--- src/rtl/core/ghra_pkg.sv ---
package ghra_pkg;

	// sizes fixed by the report format
	localparam int AXIS_NUM        = 6;
	localparam int BYTE_IDX_W      = 4;
	localparam int DEF_MAX_BUTTONS = 128;
	localparam int DEF_SPECIAL     = 8;
	localparam int DEF_QUEUE_DEPTH = 2;

	// operation codes
	localparam logic [2:0] OP_PRESS_BTN   = 3'd0;
	localparam logic [2:0] OP_RELEASE_BTN = 3'd1;
	localparam logic [2:0] OP_PRESS_SPC   = 3'd2;
	localparam logic [2:0] OP_RELEASE_SPC = 3'd3;
	localparam logic [2:0] OP_SET_AXES    = 3'd4;
	localparam logic [2:0] OP_SEND        = 3'd5;

	// configuration register indexes
	localparam logic [1:0] REG_BUTTON_COUNT   = 2'd0;
	localparam logic [1:0] REG_SPECIAL_ENABLE = 2'd1;
	localparam logic [1:0] REG_AXIS_ENABLE    = 2'd2;
	localparam logic [1:0] REG_AUTO_REPORT    = 2'd3;

	// configuration reset values
	localparam logic [7:0] RST_BUTTON_COUNT   = 8'd16;
	localparam logic [7:0] RST_SPECIAL_ENABLE = 8'd0;
	localparam logic [5:0] RST_AXIS_ENABLE    = 6'h3f;
	localparam logic       RST_AUTO_REPORT    = 1'b1;

	// axis value that gets clamped, and its replacement
	localparam logic [15:0] AXIS_MIN_RAW = 16'h8000;
	localparam logic [15:0] AXIS_MIN_OK  = 16'h8001;

	// classified command from front to back
	typedef enum logic [2:0] {
		CMD_NONE,
		CMD_BTN_SET,
		CMD_BTN_CLR,
		CMD_SPC_SET,
		CMD_SPC_CLR,
		CMD_AXIS
	} cmd_kind_t;

	typedef struct packed {
		cmd_kind_t                          kind;
		logic [BYTE_IDX_W-1:0]              byte_idx;
		logic [7:0]                         bit_mask;
		logic [AXIS_NUM-1:0]                axis_mask;
		logic [AXIS_NUM-1:0][15:0]          axis_val;
		logic                               send;
	} cmd_t;

	// back end serializer states
	typedef enum logic [1:0] {
		BK_IDLE,
		BK_BTN,
		BK_SPC,
		BK_AXIS
	} bk_state_t;

	typedef struct packed {
		logic full;
		logic empty;
	} q_status_t;

	typedef struct packed {
		logic busy;
		logic load;
	} bk_status_t;

	function automatic logic [15:0] clamp_axis(input logic [15:0] v);
		clamp_axis = (v == AXIS_MIN_RAW) ? AXIS_MIN_OK : v;
	endfunction

	// index of the lowest set bit, 0 when none
	function automatic logic [2:0] first_set(input logic [AXIS_NUM-1:0] bits);
		logic [2:0] idx;
		idx = 3'd0;
		for (int i = AXIS_NUM - 1; i >= 0; i--) begin
			if (bits[i]) begin
				idx = 3'(i);
			end
		end
		first_set = idx;
	endfunction

endpackage

--- src/rtl/core/ghra_front.sv ---
module ghra_front
	import ghra_pkg::*;
#(
	parameter int MAX_BUTTONS   = DEF_MAX_BUTTONS,
	parameter int SPECIAL_SLOTS = DEF_SPECIAL
) (
	input  logic        [2:0]  operation,
	input  logic        [7:0]  button_number,
	input  logic        [5:0]  axis_mask,
	input  logic signed [15:0] x_value,
	input  logic signed [15:0] y_value,
	input  logic signed [15:0] z_value,
	input  logic signed [15:0] rz_value,
	input  logic signed [15:0] rx_value,
	input  logic signed [15:0] ry_value,
	input  logic               connected,
	input  logic        [7:0]  special_enable,
	input  logic               auto_report,
	output cmd_t               cmd,
	output logic               useful
);

	logic [7:0] btn_off;
	logic [2:0] spc_pos;
	logic       change;
	logic       send;

	// special bit position: enabled slots below the slot, mod 8
	always_comb begin
		spc_pos = 3'd0;
		for (int i = 0; i < 8; i++) begin
			if (8'(i) < button_number && special_enable[i]) begin
				spc_pos = spc_pos + 3'd1;
			end
		end
	end

	// classify the item
	always_comb begin
		btn_off          = button_number - 8'd1;
		change           = 1'b0;
		send             = 1'b0;
		cmd.kind         = CMD_NONE;
		cmd.byte_idx     = btn_off[BYTE_IDX_W+2:3];
		cmd.bit_mask     = 8'd1 << btn_off[2:0];
		cmd.axis_mask    = axis_mask;
		cmd.axis_val[0]  = clamp_axis(x_value);
		cmd.axis_val[1]  = clamp_axis(y_value);
		cmd.axis_val[2]  = clamp_axis(z_value);
		cmd.axis_val[3]  = clamp_axis(rz_value);
		cmd.axis_val[4]  = clamp_axis(rx_value);
		cmd.axis_val[5]  = clamp_axis(ry_value);
		case (operation)
			OP_PRESS_BTN, OP_RELEASE_BTN: begin
				if (button_number != 8'd0 && button_number <= 8'(MAX_BUTTONS)) begin
					cmd.kind = (operation == OP_PRESS_BTN) ? CMD_BTN_SET : CMD_BTN_CLR;
					change   = 1'b1;
					send     = auto_report;
				end
			end
			OP_PRESS_SPC, OP_RELEASE_SPC: begin
				if (button_number < 8'(SPECIAL_SLOTS)) begin
					cmd.kind     = (operation == OP_PRESS_SPC) ? CMD_SPC_SET : CMD_SPC_CLR;
					cmd.bit_mask = 8'd1 << spc_pos;
					change       = 1'b1;
					send         = auto_report;
				end
			end
			OP_SET_AXES: begin
				cmd.kind = CMD_AXIS;
				change   = 1'b1;
				send     = auto_report;
			end
			OP_SEND: begin
				send = 1'b1;
			end
			default: begin
				change = 1'b0;
			end
		endcase
		cmd.send = send & connected;
		useful   = change | cmd.send;
	end

endmodule

--- src/rtl/core/ghra_cmd_queue.sv ---
module ghra_cmd_queue
	import ghra_pkg::*;
#(
	parameter int DEPTH = DEF_QUEUE_DEPTH
) (
	input  logic      clk,
	input  logic      arst_n,
	input  logic      push,
	input  cmd_t      push_cmd,
	input  logic      pop,
	output cmd_t      head,
	output q_status_t status
);

	localparam int PTR_W = $clog2(DEPTH);
	localparam int CNT_W = $clog2(DEPTH + 1);

	cmd_t             slot_q [DEPTH];
	logic [PTR_W-1:0] wr_ptr_q;
	logic [PTR_W-1:0] rd_ptr_q;
	logic [CNT_W-1:0] count_q;
	logic             do_push;
	logic             do_pop;

	assign status.full  = (count_q == CNT_W'(DEPTH));
	assign status.empty = (count_q == '0);
	assign do_push      = push && !status.full;
	assign do_pop       = pop && !status.empty;
	assign head         = slot_q[rd_ptr_q];

	// pointers and fill level
	always_ff @(posedge clk or negedge arst_n) begin
		if (!arst_n) begin
			wr_ptr_q <= '0;
			rd_ptr_q <= '0;
			count_q  <= '0;
		end else begin
			if (do_push) begin
				wr_ptr_q <= (wr_ptr_q == PTR_W'(DEPTH - 1)) ? '0 : wr_ptr_q + PTR_W'(1);
			end
			if (do_pop) begin
				rd_ptr_q <= (rd_ptr_q == PTR_W'(DEPTH - 1)) ? '0 : rd_ptr_q + PTR_W'(1);
			end
			if (do_push && !do_pop) begin
				count_q <= count_q + CNT_W'(1);
			end else if (do_pop && !do_push) begin
				count_q <= count_q - CNT_W'(1);
			end
		end
	end

	// entry storage
	always_ff @(posedge clk) begin
		if (do_push) begin
			slot_q[wr_ptr_q] <= push_cmd;
		end
	end

endmodule

--- src/rtl/core/ghra_back.sv ---
module ghra_back
	import ghra_pkg::*;
#(
	parameter int MAX_BUTTONS = DEF_MAX_BUTTONS
) (
	input  logic       clk,
	input  logic       arst_n,
	input  logic [7:0] button_count,
	input  logic [7:0] special_enable,
	input  logic [5:0] axis_enable,
	input  cmd_t       cmd,
	input  logic       q_empty,
	output logic       pop,
	output logic       out_valid,
	input  logic       out_ready,
	output logic [7:0] report_byte,
	output logic       last_byte,
	output bk_status_t status
);

	localparam int BTN_BYTES = (MAX_BUTTONS + 7) / 8;
	localparam int BIDX_W    = (BTN_BYTES > 1) ? $clog2(BTN_BYTES) : 1;
	localparam int NB_W      = $clog2(BTN_BYTES + 1);

	logic [7:0]          btn_q [BTN_BYTES];
	logic [7:0]          spc_q;
	logic [15:0]         axis_q [AXIS_NUM];

	bk_state_t           state_q;
	bk_state_t           state_d;
	logic [BIDX_W-1:0]   btn_idx_q;
	logic [2:0]          axis_idx_q;
	logic                half_q;
	logic                out_valid_q;

	logic [7:0]          cnt_clamped;
	logic [8:0]          cnt_round;
	logic [NB_W-1:0]     nbtn;
	logic                spc_any;
	logic                axis_any;
	logic                btn_last;
	logic [AXIS_NUM-1:0] axis_rest;
	logic                axis_more;
	logic                out_load;
	logic                busy;
	logic [BIDX_W-1:0]   cmd_bidx;
	logic [7:0]          emit_byte;
	logic                emit_last;
	bk_state_t           start_state;

	// report shape from the configuration
	assign cnt_clamped = (button_count > 8'(MAX_BUTTONS)) ? 8'(MAX_BUTTONS) : button_count;
	assign cnt_round   = {1'b0, cnt_clamped} + 9'd7;
	assign nbtn        = NB_W'(cnt_round >> 3);
	assign spc_any     = (special_enable != 8'd0);
	assign axis_any    = (axis_enable != 6'd0);
	assign btn_last    = ((NB_W'(btn_idx_q) + NB_W'(1)) == nbtn);
	assign axis_rest   = axis_enable & ~((6'd2 << axis_idx_q) - 6'd1);
	assign axis_more   = (axis_rest != 6'd0);

	assign out_load = !out_valid_q || out_ready;
	assign busy     = (state_q != BK_IDLE);
	assign pop      = (state_q == BK_IDLE) && !q_empty;
	assign cmd_bidx = cmd.byte_idx[BIDX_W-1:0];

	assign start_state = (nbtn != '0) ? BK_BTN :
	                     spc_any      ? BK_SPC :
	                     axis_any     ? BK_AXIS : BK_IDLE;

	// next state
	always_comb begin
		state_d = state_q;
		case (state_q)
			BK_IDLE: begin
				if (pop && cmd.send) begin
					state_d = start_state;
				end
			end
			BK_BTN: begin
				if (out_load && btn_last) begin
					state_d = spc_any ? BK_SPC : (axis_any ? BK_AXIS : BK_IDLE);
				end
			end
			BK_SPC: begin
				if (out_load) begin
					state_d = axis_any ? BK_AXIS : BK_IDLE;
				end
			end
			BK_AXIS: begin
				if (out_load && half_q && !axis_more) begin
					state_d = BK_IDLE;
				end
			end
			default: begin
				state_d = BK_IDLE;
			end
		endcase
	end

	// byte to emit and whether it closes the report
	always_comb begin
		emit_byte = 8'd0;
		emit_last = 1'b0;
		case (state_q)
			BK_BTN: begin
				emit_byte = btn_q[btn_idx_q];
				emit_last = btn_last && !spc_any && !axis_any;
			end
			BK_SPC: begin
				emit_byte = spc_q;
				emit_last = !axis_any;
			end
			BK_AXIS: begin
				emit_byte = half_q ? axis_q[axis_idx_q][15:8] : axis_q[axis_idx_q][7:0];
				emit_last = half_q && !axis_more;
			end
			default: begin
				emit_byte = 8'd0;
				emit_last = 1'b0;
			end
		endcase
	end

	// sequencer registers
	always_ff @(posedge clk or negedge arst_n) begin
		if (!arst_n) begin
			state_q    <= BK_IDLE;
			btn_idx_q  <= '0;
			axis_idx_q <= 3'd0;
			half_q     <= 1'b0;
		end else begin
			state_q <= state_d;
			if (pop) begin
				btn_idx_q  <= '0;
				axis_idx_q <= first_set(axis_enable);
				half_q     <= 1'b0;
			end else if (out_load && state_q == BK_BTN) begin
				btn_idx_q <= btn_idx_q + BIDX_W'(1);
			end else if (out_load && state_q == BK_AXIS) begin
				half_q <= !half_q;
				if (half_q) begin
					axis_idx_q <= first_set(axis_rest);
				end
			end
		end
	end

	// gamepad state, updated when a command is taken
	always_ff @(posedge clk or negedge arst_n) begin
		if (!arst_n) begin
			for (int i = 0; i < BTN_BYTES; i++) begin
				btn_q[i] <= 8'd0;
			end
			spc_q <= 8'd0;
			for (int i = 0; i < AXIS_NUM; i++) begin
				axis_q[i] <= 16'd0;
			end
		end else if (pop) begin
			case (cmd.kind)
				CMD_BTN_SET: btn_q[cmd_bidx] <= btn_q[cmd_bidx] | cmd.bit_mask;
				CMD_BTN_CLR: btn_q[cmd_bidx] <= btn_q[cmd_bidx] & ~cmd.bit_mask;
				CMD_SPC_SET: spc_q <= spc_q | cmd.bit_mask;
				CMD_SPC_CLR: spc_q <= spc_q & ~cmd.bit_mask;
				CMD_AXIS: begin
					for (int i = 0; i < AXIS_NUM; i++) begin
						if (cmd.axis_mask[i]) begin
							axis_q[i] <= cmd.axis_val[i];
						end
					end
				end
				default: begin
					spc_q <= spc_q;
				end
			endcase
		end
	end

	// output register
	always_ff @(posedge clk or negedge arst_n) begin
		if (!arst_n) begin
			out_valid_q <= 1'b0;
		end else if (out_load) begin
			out_valid_q <= busy;
		end
	end

	always_ff @(posedge clk) begin
		if (out_load && busy) begin
			report_byte <= emit_byte;
			last_byte   <= emit_last;
		end
	end

	assign out_valid   = out_valid_q;
	assign status.busy = busy;
	assign status.load = out_load && busy;

endmodule

--- src/rtl/core/gamepad_hid_report_assembler_unit.sv ---
// Gamepad HID input report assembler. Each input item is one event; the front end
// classifies it and queues a command unless it has no effect, the back end applies
// it to the button, special and axis state and, when a report is due, streams the
// report one byte per cycle while out_ready is high, with last_byte on its final
// byte. An event that sends nothing is applied while the back end is idle, so such
// items flow back to back; an event that sends a report holds the back end busy
// until every report byte (up to 29 bytes) is loaded into the single output register,
// while the two-entry command queue keeps accepting items until it fills, after which
// in_ready stays low until the back end takes the next command.
// Configuration is written through cfg_write/cfg_index/cfg_data and takes effect
// at once; write it only while no event is in flight.
module gamepad_hid_report_assembler_unit
	import ghra_pkg::*;
#(
	parameter int MAX_BUTTONS   = DEF_MAX_BUTTONS,
	parameter int SPECIAL_SLOTS = DEF_SPECIAL,
	parameter int QUEUE_DEPTH   = DEF_QUEUE_DEPTH
) (
	input  logic               clk,
	input  logic               arst_n,
	input  logic               cfg_write,
	input  logic        [1:0]  cfg_index,
	input  logic        [7:0]  cfg_data,
	input  logic               in_valid,
	output logic               in_ready,
	input  logic        [2:0]  operation,
	input  logic        [7:0]  button_number,
	input  logic        [5:0]  axis_mask,
	input  logic signed [15:0] x_value,
	input  logic signed [15:0] y_value,
	input  logic signed [15:0] z_value,
	input  logic signed [15:0] rz_value,
	input  logic signed [15:0] rx_value,
	input  logic signed [15:0] ry_value,
	input  logic               connected,
	output logic               out_valid,
	input  logic               out_ready,
	output logic        [7:0]  report_byte,
	output logic               last_byte
);

	logic [7:0] button_count_q;
	logic [7:0] special_enable_q;
	logic [5:0] axis_enable_q;
	logic       auto_report_q;

	cmd_t       front_cmd;
	logic       front_useful;
	logic       cmd_push;
	cmd_t       head_cmd;
	q_status_t  q_stat;
	logic       cmd_pop;
	bk_status_t bk_stat;

	// configuration registers
	always_ff @(posedge clk or negedge arst_n) begin
		if (!arst_n) begin
			button_count_q   <= RST_BUTTON_COUNT;
			special_enable_q <= RST_SPECIAL_ENABLE;
			axis_enable_q    <= RST_AXIS_ENABLE;
			auto_report_q    <= RST_AUTO_REPORT;
		end else if (cfg_write) begin
			case (cfg_index)
				REG_BUTTON_COUNT:   button_count_q   <= cfg_data;
				REG_SPECIAL_ENABLE: special_enable_q <= cfg_data;
				REG_AXIS_ENABLE:    axis_enable_q    <= cfg_data[5:0];
				REG_AUTO_REPORT:    auto_report_q    <= cfg_data[0];
				default:            auto_report_q    <= auto_report_q;
			endcase
		end
	end

	// front end: classify events
	ghra_front #(
		.MAX_BUTTONS   (MAX_BUTTONS),
		.SPECIAL_SLOTS (SPECIAL_SLOTS)
	) u_front (
		.operation      (operation),
		.button_number  (button_number),
		.axis_mask      (axis_mask),
		.x_value        (x_value),
		.y_value        (y_value),
		.z_value        (z_value),
		.rz_value       (rz_value),
		.rx_value       (rx_value),
		.ry_value       (ry_value),
		.connected      (connected),
		.special_enable (special_enable_q),
		.auto_report    (auto_report_q),
		.cmd            (front_cmd),
		.useful         (front_useful)
	);

	assign in_ready = !q_stat.full;
	assign cmd_push = in_valid && in_ready && front_useful;

	// command queue between front and back
	ghra_cmd_queue #(
		.DEPTH (QUEUE_DEPTH)
	) u_queue (
		.clk      (clk),
		.arst_n   (arst_n),
		.push     (cmd_push),
		.push_cmd (front_cmd),
		.pop      (cmd_pop),
		.head     (head_cmd),
		.status   (q_stat)
	);

	// back end: state update and report serializer
	ghra_back #(
		.MAX_BUTTONS (MAX_BUTTONS)
	) u_back (
		.clk            (clk),
		.arst_n         (arst_n),
		.button_count   (button_count_q),
		.special_enable (special_enable_q),
		.axis_enable    (axis_enable_q),
		.cmd            (head_cmd),
		.q_empty        (q_stat.empty),
		.pop            (cmd_pop),
		.out_valid      (out_valid),
		.out_ready      (out_ready),
		.report_byte    (report_byte),
		.last_byte      (last_byte),
		.status         (bk_stat)
	);

`ifndef SYNTHESIS
	// a command is never pushed into a full queue
	a_no_push_full: assert property (@(posedge clk) disable iff (!arst_n)
		cmd_push |-> !q_stat.full)
		else $error("command pushed into full queue");

	// the back end takes no command while it is streaming a report
	a_no_pop_busy: assert property (@(posedge clk) disable iff (!arst_n)
		bk_stat.busy |-> !cmd_pop)
		else $error("command taken during report");

	// a byte is loaded only while a report is being streamed
	a_load_busy: assert property (@(posedge clk) disable iff (!arst_n)
		bk_stat.load |-> bk_stat.busy)
		else $error("output loaded while idle");
`endif

endmodule

--- config.mk ---
export PLATFORM = sky130hd
export DESIGN_NAME = gamepad_hid_report_assembler_unit
export DESIGN_NICKNAME = d
export VERILOG_FILES = /design/src/rtl/core/ghra_pkg.sv /design/src/rtl/core/ghra_front.sv /design/src/rtl/core/ghra_cmd_queue.sv /design/src/rtl/core/ghra_back.sv /design/src/rtl/core/gamepad_hid_report_assembler_unit.sv
export SDC_FILE = /design/constraint.sdc
export NUM_CORES = 1
export LEC_CHECK = 0
export ABC_CLOCK_PERIOD_IN_PS = 6200
export BUFFER_PORTS_ARGS = -buffer_cell sky130_fd_sc_hd__buf_4
export CAP_MARGIN = 20
export CORE_MARGIN = 2
export CORE_UTILIZATION = 50
export DETAILED_ROUTE_END_ITERATION = 10
export GPL_TIMING_DRIVEN = 1
export PLACE_DENSITY = 0.7
export SLEW_MARGIN = 25
export SYNTH_ARGS = -nofsm -noshare
export SYNTH_HDL_FRONTEND = slang
export SYNTH_SLANG_ARGS = --single-unit
--- constraint.sdc ---
create_clock -name clk -period 6.2 [get_ports clk]
set_clock_uncertainty 0.05 [all_clocks]
set_input_delay 0.31 -clock clk [delete_from_list [all_inputs] [get_ports clk]]
set_output_delay 0.31 -clock clk [all_outputs]
set_load 0.005 [all_outputs]
# --- Word level (Yosys, flattened, before mapping) ---
# Memories as Yosys holds them, arrays and structs flattened.
# Cells that the tools add are included.
# W data, S select, Z words.
op_classes:
  addsub: 16
  magnitude_cmp: 15
  eq_ne: 29
  n_shift: 3
  n_mux: 81
  n_bitwise: 12
  reduce_logical: 70
ops:
  columns: ["operator", "count"]
  rows:
  - ["$bwmux W128", 2]
  - ["$pmux W128 S2", 1]
  - ["$mux W16", 8]
  - ["$eq A16 B16 Y1 const B", 6]
  - ["$mux W3", 26]
  - ["$mux W8", 9]
  - ["$bmux W8 S4", 2]
  - ["$bmux W16 S3", 1]
  - ["$demux W8 S4", 1]
  - ["$lt A3 B8 Y1 const A", 4]
  - ["$logic_and A1 B1 Y1", 27]
  - ["$pmux W8 S3", 1]
  - ["$reduce_and A3 Y1", 7]
  - ["$mux W2", 10]
  - ["$add A3 B1 Y3 const B", 6]
  - ["$and A8 B8 Y8", 2]
  - ["$lt A1 B8 Y1 const A", 2]
  - ["$lt A2 B8 Y1 const A", 2]
  - ["$or A8 B8 Y8", 2]
  - ["$pmux W8 S2", 1]
  - ["$reduce_bool A8 Y1", 2]
  - ["$shl A1 B3 Y8 const A", 2]
  - ["$reduce_and A2 Y1", 7]
  - ["$reduce_bool A2 Y1", 7]
  - ["45 further kinds", 88]
word_totals:
  reg_bits: 279
  ramBits: 236
  in_bits: 129
  elab_cells: 264
  n_memories: 1
memory_table:
  columns: ["memory", "depth", "width", "read_ports", "rd_clocked_by_memory_dff", "write_ports", "line_no", "source"]
  rows:
  - ["u_queue.slot_q", 2, 118, 1, 0, 1, "ghra_cmd_queue.sv:18", "cmd_t slot_q [DEPTH];"]

# --- Longest topological paths before layout ---
# Gate-level depths: netlist of the first run.
depth:
  ltp_word: 20
  depth_mapped: 27

# --- By module ---
# A second synthesis of the first run with hierarchy kept.
hier_totals:
  hier_cells: 1720
  area_unflattened_um2: 24143.2
modules_own_cells:
  columns: ["mod", "n_inst", "cells_per_inst", "area_per_inst_um2", "seq_area_each_um2"]
  rows:
  - ["ghra_back", 1, 1033, 13020.0, 6351.1]
  - ["ghra_cmd_queue", 1, 386, 8754.6, 7186.9]
  - ["ghra_front", 1, 249, 1471.4, 0.0]
  - ["gamepad_hid_report_assembler_unit", 1, 52, 897.1, 585.6]

# --- Worst setup path after synthesis of the first run ---
# Ideal clock, no wire load.
synth_timing:
  kind: "input to register"
  startpoint: "in button_number[1]"
  endpoint: "mem u_queue.slot_q[0][0] (netlist bit), enable pin"
  setup_time_ns: 0.610
  t_arrival_ns: 7.304
  path_slack_ns: -1.765
  stages: 9
  path_buffers: 2
  path_cell_list: "clkbuf_1 -> or3_1 -> clkbuf_1 -> or3_1 -> xor2_1 -> nand2b_1 -> a31oi_1 -> o311a_1 -> nor2b_1"
synth_rtl:
  columns: ["item", "line_no", "source"]
  rows:
  - ["start, declared", "gamepad_hid_report_assembler_unit.sv:27", "input logic [7:0] button_number,"]
  - ["end, declared", "ghra_cmd_queue.sv:18", null]

==> results of run 1 <==
[worst reg2reg max path, stage by stage, from the launching register on]
cell and delay, ns:
dfrtp_1 0.40, o21ai_1 0.12, inv_1 0.06, ha_1 0.35, xor2_1 0.19, ha_1 0.31
nand3_1 0.13, nand2_1 0.10, ha_1 0.29, a311o_1 0.34, o21a_1 0.12, ha_1 0.28
mux2i_1 0.21, a31oi_2 0.08, ha_1 0.30, mux2_4 0.29, ha_1 0.21, nand2_1 0.07
a211oi_1 0.05, a41oi_1 0.28, xnor2_2 0.20, xor2_2 0.29, o31ai_1 0.13
[per-stage QoR]
stage	cell area, um2	util
floorplan	23600	-
global placement	24900	0.535
detailed placement	25000	0.536
CTS	27900	0.599
global route	28000	0.602
finish	28000	0.602
[power by group]
group	switching (W)	leakage, nW	internal (W)	total, W
Sequential	0.000578	5.84	0.00421	0.00478
Combinational	0.00176	4.51	0.00143	0.00319
Clock	0.00134	0.883	0.00191	0.00325
[path summary, 6_finish.rpt]
check,start,end,depth (start not counted)
worst max-delay path,button_number[3],u_queue.slot_q[1][107],25
worst min register to register,u_back.btn_q[44],u_back.btn_q[44],2
min in group asynchronous,arst_n,u_back.btn_q[121],2
worst max register to register,special_enable_q[1],u_queue.slot_q[1][107],22
max in group asynchronous,arst_n,u_back.axis_q[60],4
worst min-delay path,button_number[4],u_queue.slot_q[0][112],2
[cell type report]
cell class / count / area [um2]
fillers: 3585 / 18500
flip-flops and latches: 515 / 14100
multi-input cells: 1175 / 8720
repair buffers: 280 / 2460
clock buffers: 78 / 1510
well taps: 607 / 759
clock inverters: 22 / 303
inverters: 37 / 139
[routing by layer]
layer,GRT usage,wire (um)
met5,0,0
met3,0.0473,3780
met2,0.393,28600
met4,0.0751,1760
met1,0.312,23900
[registers in the layout, indices dropped and copies added (netlist names), 2 cells and up, named ones only]
register	cells
u_back.report_byte	8
u_queue.count_q	2
u_back.btn_q	128
u_back.axis_q	96
axis_enable_q	6
u_back.axis_idx_q	3
u_back.state_q	2
u_back.btn_idx_q	4
u_queue.slot_q	236
special_enable_q	8
button_count_q	8
[placed cells by master, fill, tap and decap left out, types with 5 or more instances in the layout]
cell type      netlist  routed
xor2_1              13      12
ha_1                10      10
clkinv_2             0       9
clkbuf_1           130      17
o31ai_2              0       6
mux4_2              72      72
clkbuf_16            0      54
mux2i_1            205     203
xnor2_1             18      16
buf_4                3     161
o211ai_1             9       9
a41o_1               6       6
a31oi_1             10       9
a22oi_1             14      14
a22o_1               5       5
nand2b_1            10      10
bufinv_16            0       5
a211oi_1             6       6
dlygate4sd3_1        0     114
o32ai_1              7       6
edfxtp_1           245     245
nand3_1             16      16
nor2b_1              9       8
o21ai_0            165     164
or3_1                8       7
nor2_1             158     152
dfrtp_1            262     257
inv_1               36      36
clkbuf_8             0       7
dfstp_2              8       8
o21a_1               5       5
nor4_1              16      16
o31ai_1             13       7
nand2_1            180     180
mux2_2              24      24
a21oi_1            114     114
nor3_1              16      16
nor4b_1              8       8
[kinds of logic (layout without fill, tap and decap cells)]
kind of cell,Yosys count,count (layout),synth area share
DFF,515,515,0.598
and+or+nand+nor,445,445,0.0827
buffers and inverters,226,417,0.0393
adders and majority gates,10,10,0.00530
muxes,303,303,0.168
AOI/OAI and AO/OA,385,385,0.0948
xor gates and xnor gates,32,32,0.0122
[what timing repair did]
action | CTS | global route
hold buffers | 112 | 2
gates resized for setup | 0 | 13
endpoints found under the setup margin | 0 | 16
endpoints found under the hold margin | 325 | 3
==> summary.txt, run 1 <==
Run status
  • Status: finished clean

Detailed routing
  • Detailed-route DRC error count: 0
  • Violation count after the first detailed-route iteration: roughly 1,500
  • DRT Pass-1 Iters: 7
  • Detailed-route wire length per cell: 21.4 um
  • Vias per cell: slightly below 6
  • Final ANT Viol Nets: 0
  • Via count: 15,700
  • Routed WL: around 58,000 um

Logic synthesis
  • Async SR Flop Fraction: 0.524
  • Post-Syn Area per Cell: approximately 12 um2
  • Top cell type by total area after synthesis: edfxtp_1
  • Top cells by count, synth: 262 x dfrtp_1, 245 x edfxtp_1, 205 x mux2i_1, 180 x nand2_1, 165 x o21ai_0
  • Post-synthesis cell area: ~24,000 um2
  • #FFs+latches synth: approximately 520
  • Yosys Warn Count: 0
  • Number of flops mapped to enable cells by yosys: approximately 250
  • Distinct cell type count after synthesis: 69
  • Syn nets: approximately 2,100
  • Post-synth top flop: dfrtp_1
  • Top-count cell post-synth: dfrtp_1
  • Synth top area share: 0.311
  • Register area share after synthesis: 0.598
  • Gate count after technology mapping: 1,916
  • Main area contributors after synthesis: edfxtp_1 31%, dfrtp_1 28%, mux2i_1 8.7%

Setup path
  • Crit-path slowest cell: dlygate4sd3_1
  • Worst path top cell family by delay: adder cells
  • Crit path kind: input port to register
  • Crit path arrival time: a little over 6 ns
  • CP dominant cell by count: ha_1
  • CP Capture Type: register
  • Maximum fanout along the worst path: 8
  • CP max stage delay: around 0.55 ns
  • Crit start category: input port
  • CP required: approximately 6.5 ns
  • Buffer and inverter count on the worst path: 2
  • R2r setup slk: ~1.1 ns

Die
  • Initial Util: 0.508
  • # rows: 79
  • Core box area: roughly 47,000 um2
  • Horiz. Die Dim: 221 um
  • DIE AREA: 49,000 um2
  • Die Ht: between 200 and 250 um
  • Io pins: 140

STA
  • RSZ-0062 raised after global routing: no
  • Total negative slack: 0 ns
  • Slew Limit Fails: 0
  • Fin crit period: 5.95 ns
  • Setup-failing EPs final: 0
  • Setup ws final: 0.249 ns
  • Tcrit/Tclk final: 0.960
  • Slew HR: 0.265
  • Final Hold Vio Count: 0
  • Fmax: between 0.15 and 0.2 GHz
  • Hold WS: roughly 0.03 ns
  • Slew @ Worst Pin: between 1 and 1.5 ns

Worst hold path
  • Worst hold path class: input port to register

Placed design
  • RePlAce Congestion: about 0.87
  • IO Port Bufs: roughly 140
  • Pre-CTS setup slack: 0.148 ns
  • Inst Count DP: between 2,000 and 2,500
  • Dpl hpwl: 38,100 um

Pwr
  • Final Power: between 0.01 and 0.015 W
  • Static leakage: 11.2 nW
  • Peak supply drop: ~0.31 mV
  • Pwr/cell area: 401 nW/um2

CTS
  • Worst skew pair latency: around 0.63 ns
  • Clock sink count: between 500 and 600
  • Worst-path clk slew: around 0.060 ns
  • Root Buffer: clkbuf_16
  • TritonCTS clock tree: yes
  • TritonCTS buffer count: between 50 and 60
  • Max clock buf depth: 3
  • Post-CTS Setup Bufs: 0
  • Max H-tree Level: 2

Cells and area
  • Layout area overhead: 18.6%
  • Share of cells above drive strength 1: 0.184
  • Final non-filler cell total: 2,714
  • # diodes: 0
  • Final nets: between 2,000 and 2,500

Global routing
  • GR Overflow Total: 0
  • First-pass GRT wire length: roughly 90,000 um
  • Largest net degree at the start of global routing: about 170
  • Number of global-route vias before repair: 15,900
  • Antenna violations before repair: 1
  • GRT Total Usage: 0.236

Flow run
  • Maxcap violations: 0
Note: power is estimated with default switching activity, not from simulation.
==> run 2: changes to the inputs <==
--- a/config.mk
+++ b/config.mk
@@ -5,6 +5,7 @@
 export SDC_FILE = /design/constraint.sdc
 export NUM_CORES = 1
 export LEC_CHECK = 0
+export ABC_AREA = 1
 export ABC_CLOCK_PERIOD_IN_PS = 6200
 export BUFFER_PORTS_ARGS = -buffer_cell sky130_fd_sc_hd__buf_4
 export CAP_MARGIN = 20
==> run 2 against run 1 <==
Against the previous run:
- setup slack improved by 1.3 ns
- count of clock-buffer cells in the layout down 9
- critical endpoint is now u_queue.slot_q[1][103]
- die area rose by 2.3%
- largest power group unchanged
==> summary.txt, run 2 <==
Run status
  • Status: finished clean

Cells and area
  • Share of cells above drive strength 1: 0.148 (-0.0353)
  • Final Instance Area: 28,300 um2 (+1.1%)
  • Commonest cells after routing, fill and taps aside: 508 x nand2_1, 277 x o21ai_0, 259 x dfrtp_1, 245 x edfxtp_1, 185 x inv_1
  • Final Core Density: 0.593 (-0.00871)
  • Largest register by flop count: u_queue.slot_q
  • Top flop regs: u_queue.slot_q x236, u_back.btn_q x128, u_back.axis_q x96
  • Layout area overhead: 17.1%
  • Largest register FFs: 236 (unchanged)
  • Final nets: 2,803 (+27%)
  • Commonest non-fill, non-tap cell in the layout: nand2_1

Global routing
  • Number of global-route vias before repair: 18,900 (+19%)
  • GR Overflow Total: 0 (unchanged)
  • Largest net degree at the start of global routing: 130 (-23%)
  • First-pass GRT wire length: 108,000 um (+20%)
  • Antenna violations before repair: 2 (+1)
  • GRT Total Usage: 0.279 (+0.0432)

STA
  • Slew HR: 0.308 (+0.0425)
  • Setup ws final: 1.58 ns (+1.33 ns)
  • Final Hold Vio Count: 0 (unchanged)
  • RSZ-0062 raised after global routing: no
  • Tcrit/Tclk final: 0.745 (-0.215)
  • Fin crit period: 4.62 ns (-1.33 ns)
  • Slew @ Worst Pin: 1.04 ns (-0.0622 ns)
  • Fmax: 0.216 GHz (+29%)
  • Total negative slack: 0 ns (unchanged)
  • Setup-failing EPs final: 0 (unchanged)
  • Slew Limit Fails: 0 (unchanged)

Setup path
  • Critical R2R Capture: u_back.btn_q[80]
  • Buffer and inverter count on the worst path: 6 (+4)
  • End of the critical path: u_queue.slot_q[1][103]
  • Crit start category: input port
  • Crit-path slowest cell: dlygate4sd3_1
  • Reg2reg path depth: 11 (-50%)
  • Crit path kind: input port to register
  • Maximum fanout along the worst path: 5 (-3)
  • CP max stage delay: 0.54 ns (about the same)
  • R2r setup slk: 1.62 ns (+0.52 ns)
  • CP required: 6.64 ns (+0.17 ns)
  • Critical path origin: button_number[5]
  • Reg2Reg Launch Point: u_queue.rd_ptr_q
  • Critical path depth: 34 (+36%)
  • Worst path top cell family by delay: adder cells
  • Crit path arrival time: 5.06 ns (-1.16 ns)
  • CP Capture Type: register
  • CP dominant cell by count: nand2_1

Logic synthesis
  • #FFs+latches synth: 515 (unchanged)
  • Post-synth top flop: dfrtp_1
  • Register area share after synthesis: 0.584 (-0.0137)
  • Top-count cell post-synth: nand2_1
  • Async SR Flop Fraction: 0.524 (unchanged)
  • Distinct cell type count after synthesis: 53 (-23%)
  • Number of flops mapped to enable cells by yosys: 245 (unchanged)
  • Top cells by count, synth: 508 x nand2_1, 277 x o21ai_0, 262 x dfrtp_1, 245 x edfxtp_1, 185 x inv_1
  • Yosys Warn Count: 0 (unchanged)
  • Post-synthesis cell area: 24,200 um2 (+2.4%)
  • Gate count after technology mapping: 2,544 (+33%)
  • Top cell type by total area after synthesis: edfxtp_1
  • Main area contributors after synthesis: edfxtp_1 30%, dfrtp_1 27%, nand2_1 7.9%
  • Post-Syn Area per Cell: 9.51 um2 (-23%)
  • Synth top area share: 0.304 (-0.00715)
  • Syn nets: 2,683 (+31%)

Die
  • DIE AREA: 50,100 um2 (+2.3%)
  • # rows: 80 (+1.3%)
  • Horiz. Die Dim: 224 um (+1.1%)
  • Io pins: 140 (unchanged)
  • Core box area: 47,700 um2 (+2.6%)
  • Die Ht: 224 um (+1.1%)
  • Initial Util: 0.506 (-0.00101)

CTS
  • Post-CTS Setup Bufs: 0 (unchanged)
  • PostCTS Resize Cnt: 0 (unchanged)
  • Max clock buf depth: 3 (unchanged)
  • Max H-tree Level: 2 (unchanged)
  • Worst skew pair latency: 0.63 ns (about the same)
  • Worst-path clk slew: 0.06 ns (about the same)
  • TritonCTS clock tree: yes
  • CTS Hold Bufs: 117 (+4.5%)
  • Clock sink count: 515 (unchanged)
  • Root Buffer: clkbuf_16
  • TritonCTS buffer count: 53 (unchanged)

Detailed routing
  • Via count: 19,600 (+24%)
  • Vias per cell: 5.88 (+1.5%)
  • WL met1: 27,500 um (+15%)
  • Violation count after the first detailed-route iteration: 2,228 (+45%)
  • Routed WL: 70,000 um (+20%)
  • Met2 WL: 34,000 um (+19%)
  • DRT Pass-1 Iters: 6 (-1)
  • Detailed-route wire length per cell: 21.0 um (-1.8%)
  • Detailed-route DRC error count: 0 (unchanged)
  • Max Used Layer: met4
  • WL met3: 5320 um (+41%)
  • Final ANT Viol Nets: 0 (unchanged)

Pwr
  • Pwr/cell area: 439 nW/um2 (+9.5%)
  • Peak supply drop: 0.252 mV (-20%)
  • Static leakage: 11.7 nW (+4.5%)
  • Final Power: 0.0124 W (+11%)

Placed design
  • Area post-placement: 25,400 um2 (+1.7%)
  • RePlAce Congestion: 0.946 (+8.7%)
  • Pre-CTS setup slack: 1.53 ns (+1.38 ns)
  • IO Port Bufs: 139 (unchanged)
  • Dpl hpwl: 44,600 um (+17%)

Worst hold path
  • Worst hold path class: input port to register

Flow run
  • Maxcap violations: 0 (unchanged)
run 2: worst min-delay path by stage:
| stage | from | endpoint | slack (ns) | depth (start not counted) |
|---|---|---|---|---|
| after floorplan | arst_n | async pin | -0.04 | 0 |
| after global placement | arst_n | u_back.btn_q[65] | 0.30 | 1 |
| after detailed placement | arst_n | u_back.btn_q[81] | 0.32 | 1 |
| after CTS | cfg_data[0] | special_enable_q[0] | 0.0006 | 3 |
| after global routing | cfg_data[0] | special_enable_q[0] | 0.02 | 3 |
| final | cfg_data[0] | special_enable_q[0] | 0.02 | 3 |
run 2: report_power, final:
part / switching [W] / internal [W] / leakage (nW)
clock: 0.00138 / 0.00187 / 0.860
sequential: 0.000666 / 0.00446 / 5.69
combinational: 0.00275 / 0.00130 / 5.17
run 2: metal layers:
metal,vias to the layer above,track usage
met4,0,0.132
li1,8980,-
met5,-,0
met2,897,0.462
met3,179,0.0500
met1,9500,0.358
run 2: cell families (layout without fill, tap and decap cells):
family,after synthesis,count (layout),synth area share
adders and majority gates,10,10,0.00517
AOI/OAI and AO/OA,632,632,0.160
other,0,2,0
muxes,4,4,0.00217
buffers and inverters,417,582,0.0671
xor gates and xnor gates,9,9,0.00326
and+or+nand+nor,957,957,0.178
DFF,515,515,0.584
run 2: metrics by stage:
step	hold WS [ns]	cells
3_3_place_gp	0.297	3107
4_1_cts	0.000637	3324
6_report	0.0223	3326
5_1_grt	0.0199	3326
2_1_floorplan	-0.0356	2544
3_5_place_dp	0.322	3107
run 2: final cells by class:
class | count | area, um2
antenna | 2 | 5.00
timing repair buffer | 273 | 2390
fill | 3895 | 19400
clock inverter | 31 | 344
multi-input combinational | 1612 | 8490
tap | 615 | 769
clock buffer | 69 | 1420
sequential | 515 | 14100
inverter | 209 | 785
run 2: worst min-delay path, delay by kind of cell:
kind | cells | cell delay, ns
buffers and inverters | 2 | 0.17
AOI/OAI and AO/OA | 1 | 0.17
==> run 3: changes to the inputs <==
--- a/config.mk
+++ b/config.mk
@@ -5,15 +5,15 @@
 export SDC_FILE = /design/constraint.sdc
 export NUM_CORES = 1
 export LEC_CHECK = 0
-export ABC_AREA = 1
-export ABC_CLOCK_PERIOD_IN_PS = 6200
+export ABC_AREA = 0
+export ABC_CLOCK_PERIOD_IN_PS = 4740
 export BUFFER_PORTS_ARGS = -buffer_cell sky130_fd_sc_hd__buf_4
 export CAP_MARGIN = 20
 export CORE_MARGIN = 2
 export CORE_UTILIZATION = 50
 export DETAILED_ROUTE_END_ITERATION = 10
 export GPL_TIMING_DRIVEN = 1
-export PLACE_DENSITY = 0.7
+export PLACE_DENSITY = 0.68
 export SLEW_MARGIN = 25
 export SYNTH_ARGS = -nofsm -noshare
 export SYNTH_HDL_FRONTEND = slang
==> constraint.sdc (replaced) <==
create_clock -name clk -period 4.74 [get_ports clk]
set_clock_uncertainty 0.05 [all_clocks]
set_input_delay 0.237 -clock clk [delete_from_list [all_inputs] [get_ports clk]]
set_output_delay 0.237 -clock clk [all_outputs]
set_load 0.005 [all_outputs]
==> run 3 against run 2 <==
Against the previous run:
- the flow now finishes with violations (setup timing)
- via count is 20% lower
- critical path depth shrank 9
- sequential cell count unchanged
- routed wire length is 17% lower
==> summary.txt, run 3 (same netlist as run 1, synthesis figures left out) <==
CTS
  • Worst skew pair latency: 0.62 ns (about the same)
  • Max H-tree Level: 2 (unchanged)
  • Worst-path clk slew: 0.06 ns (about the same)
  • TritonCTS buffer count: 52 (-1.9%)
  • TritonCTS clock tree: yes
  • Max clock buf depth: 3 (unchanged)
  • Root Buffer: clkbuf_16
  • Clock sink count: 515 (unchanged)

STA
  • Fin crit period: 4.90 ns
  • Setup-failing EPs final: 16 (+16)
  • RSZ-0062 raised after global routing: yes
  • Slew Limit Fails: 0 (unchanged)
  • Tcrit/Tclk final: 1.03
  • Slew HR: 0.309 (+0.00173)
  • Fmax: roughly 0.20 GHz
  • Slew @ Worst Pin: 1.04 ns (-0.000142 ns)
  • Setup ws final: -0.159 ns (-1.74 ns)
  • Final Hold Vio Count: 0 (unchanged)

Cells and area
  • Final Core Density: 0.611 (+0.0181)
  • # diodes: 0 (-2)
  • Layout area overhead: 20.5%
  • Final nets: 2,239 (-20%)
  • Top flop regs: u_queue.slot_q x236, u_back.btn_q x128, u_back.axis_q x96
  • Share of cells above drive strength 1: 0.204 (+0.0554)
  • Final non-filler cell total: 2,751 (-17%)
  • Largest register by flop count: u_queue.slot_q
  • Commonest non-fill, non-tap cell in the layout: dfrtp_1
  • Largest register FFs: 236 (unchanged)
  • Commonest cells after routing, fill and taps aside: 258 x dfrtp_1, 245 x edfxtp_1, 203 x mux2i_1, 187 x buf_4, 178 x nand2_1

Die
  • DIE AREA: 49,000 um2 (-2.3%)
  • Horiz. Die Dim: 221 um (-1.1%)
  • Die Ht: 221 um (-1.1%)
  • # rows: 79 (-1.3%)
  • Core box area: 46,600 um2 (-2.5%)
  • Initial Util: 0.508 (+0.00101)
  • Io pins: 140 (unchanged)

Placed design
  • Inst Count DP: 2,525 (-19%)
  • Dpl hpwl: 38,600 um (-13%)
  • IO Port Bufs: 139 (unchanged)
  • RePlAce Congestion: 0.855 (-9.7%)

Pwr
  • Final Power: 0.0150 W (+20%)
  • Static leakage: 11.4 nW (-2.6%)
  • Peak supply drop: 0.394 mV (+57%)
  • Pwr/cell area: 526 nW/um2 (+20%)

Run status
  • Status: complete, but fails checks
  • Failing checks: setup timing

Detailed routing
  • Detailed-route wire length per cell: 21.1 um (+0.35%)
  • Detailed-route DRC error count: 0 (unchanged)
  • Via count: 15,700 (-20%)
  • Final ANT Viol Nets: 0 (unchanged)
  • DRT Pass-1 Iters: 5 (-1)
  • Violation count after the first detailed-route iteration: 1,429 (-36%)
  • Vias per cell: 5.72 (-2.7%)
  • Routed WL: 58,100 um (-17%)

Flow run
  • Maxcap violations: 0 (unchanged)

Global routing
  • Largest net degree at the start of global routing: 115 (-12%)
  • GRT Total Usage: 0.238 (-0.0412)
  • GR Overflow Total: 0 (unchanged)
  • Antenna violations before repair: 2 (unchanged)
  • Number of global-route vias before repair: 15,800 (-17%)
  • First-pass GRT wire length: 90,700 um (-16%)

Setup path
  • CP required: 5.13 ns (-1.51 ns)
  • Buffer and inverter count on the worst path: 2 (-4)
  • Maximum fanout along the worst path: 2 (-3)
  • CP max stage delay: 0.38 ns (-0.16 ns)
  • Crit-path slowest cell: or3_4
  • Worst path top cell family by delay: adder cells
  • Crit path kind: input port to register
  • CP Capture Type: register
  • Crit start category: input port
  • Crit path arrival time: 5.29 ns (+0.23 ns)

Worst hold path
  • Worst hold path class: input port to register
-- run 3: worst reg2reg max path: cells and delay by family, from the launching register on --
family          cells  cell delay, ns
compound gates      7            1.26
xor+xnor            3            0.50
fa+ha+maj           6            1.46
buf+inv             2            0.26
flops               1            0.41
mux                 2            0.35
simple gates        3            0.31
-- run 3: per-layer routing --
layer	vias to the layer above	track usage	part of all wire	wire length [um]
met5	-	0	0	0
met4	0	0.0613	0.025	1430
met3	100	0.0425	0.056	3270
met2	474	0.387	0.49	28200
met1	7841	0.333	0.43	25100
li1	7321	-	-	-
-- run 3: worst paths after layout --
kind                                          start                     end  slack (ns)  cells past startpoint
min in group asynchronous                    arst_n       u_back.btn_q[124]        0.21                      2
worst max register to register  special_enable_q[1]  u_queue.slot_q[1][110]       -0.05                     23
worst max-delay path               button_number[1]  u_queue.slot_q[1][110]       -0.16                     25
worst min register to register   u_queue.count_q[1]      u_queue.count_q[1]        0.44                      1
max in group asynchronous                    arst_n       u_back.axis_q[38]        3.16                      3
worst min-delay path               button_number[3]  u_queue.slot_q[1][111]        0.03                      3
-- run 3: final cells by class --
cell class                      instances  area [um2]
Sequential cell                       515       14100
Multi-Input combinational cell       1175        8860
Clock buffer                           74        1480
Tap cell                              607         759
Inverter                               37         139
Clock inverter                         24         297
Timing Repair Buffer                  319        2800
Fill cell                            3520       18100
-- run 3: repair_timing --
action,CTS,global route
hold buffers,119,0
pin swaps,6,1
hold endpoints to repair,342,0
endpoints found under the setup margin,16,16
buffers inserted,11,1
resized for setup,25,8
-- run 3: stage by stage --
stage	area [um2]	setup WS, ns	hold slack, ns	setup TNS [ns]
floorplan	23700	-0.585	-0.109	-8.49
global placement	25200	-0.785	0.300	-11.79
detailed placement	25200	-0.927	0.309	-13.63
CTS	28400	-0.0552	0.00661	-0.201
global route	28500	-0.307	0.0412	-4.04
finish	28500	-0.159	0.0313	-1.72
-- run 3: power breakdown --
group / leakage [nW] / switching, W / internal (W)
registers: 5.84 / 0.000774 / 0.00550
clock network: 0.863 / 0.00176 / 0.00242
logic: 4.72 / 0.00244 / 0.00208
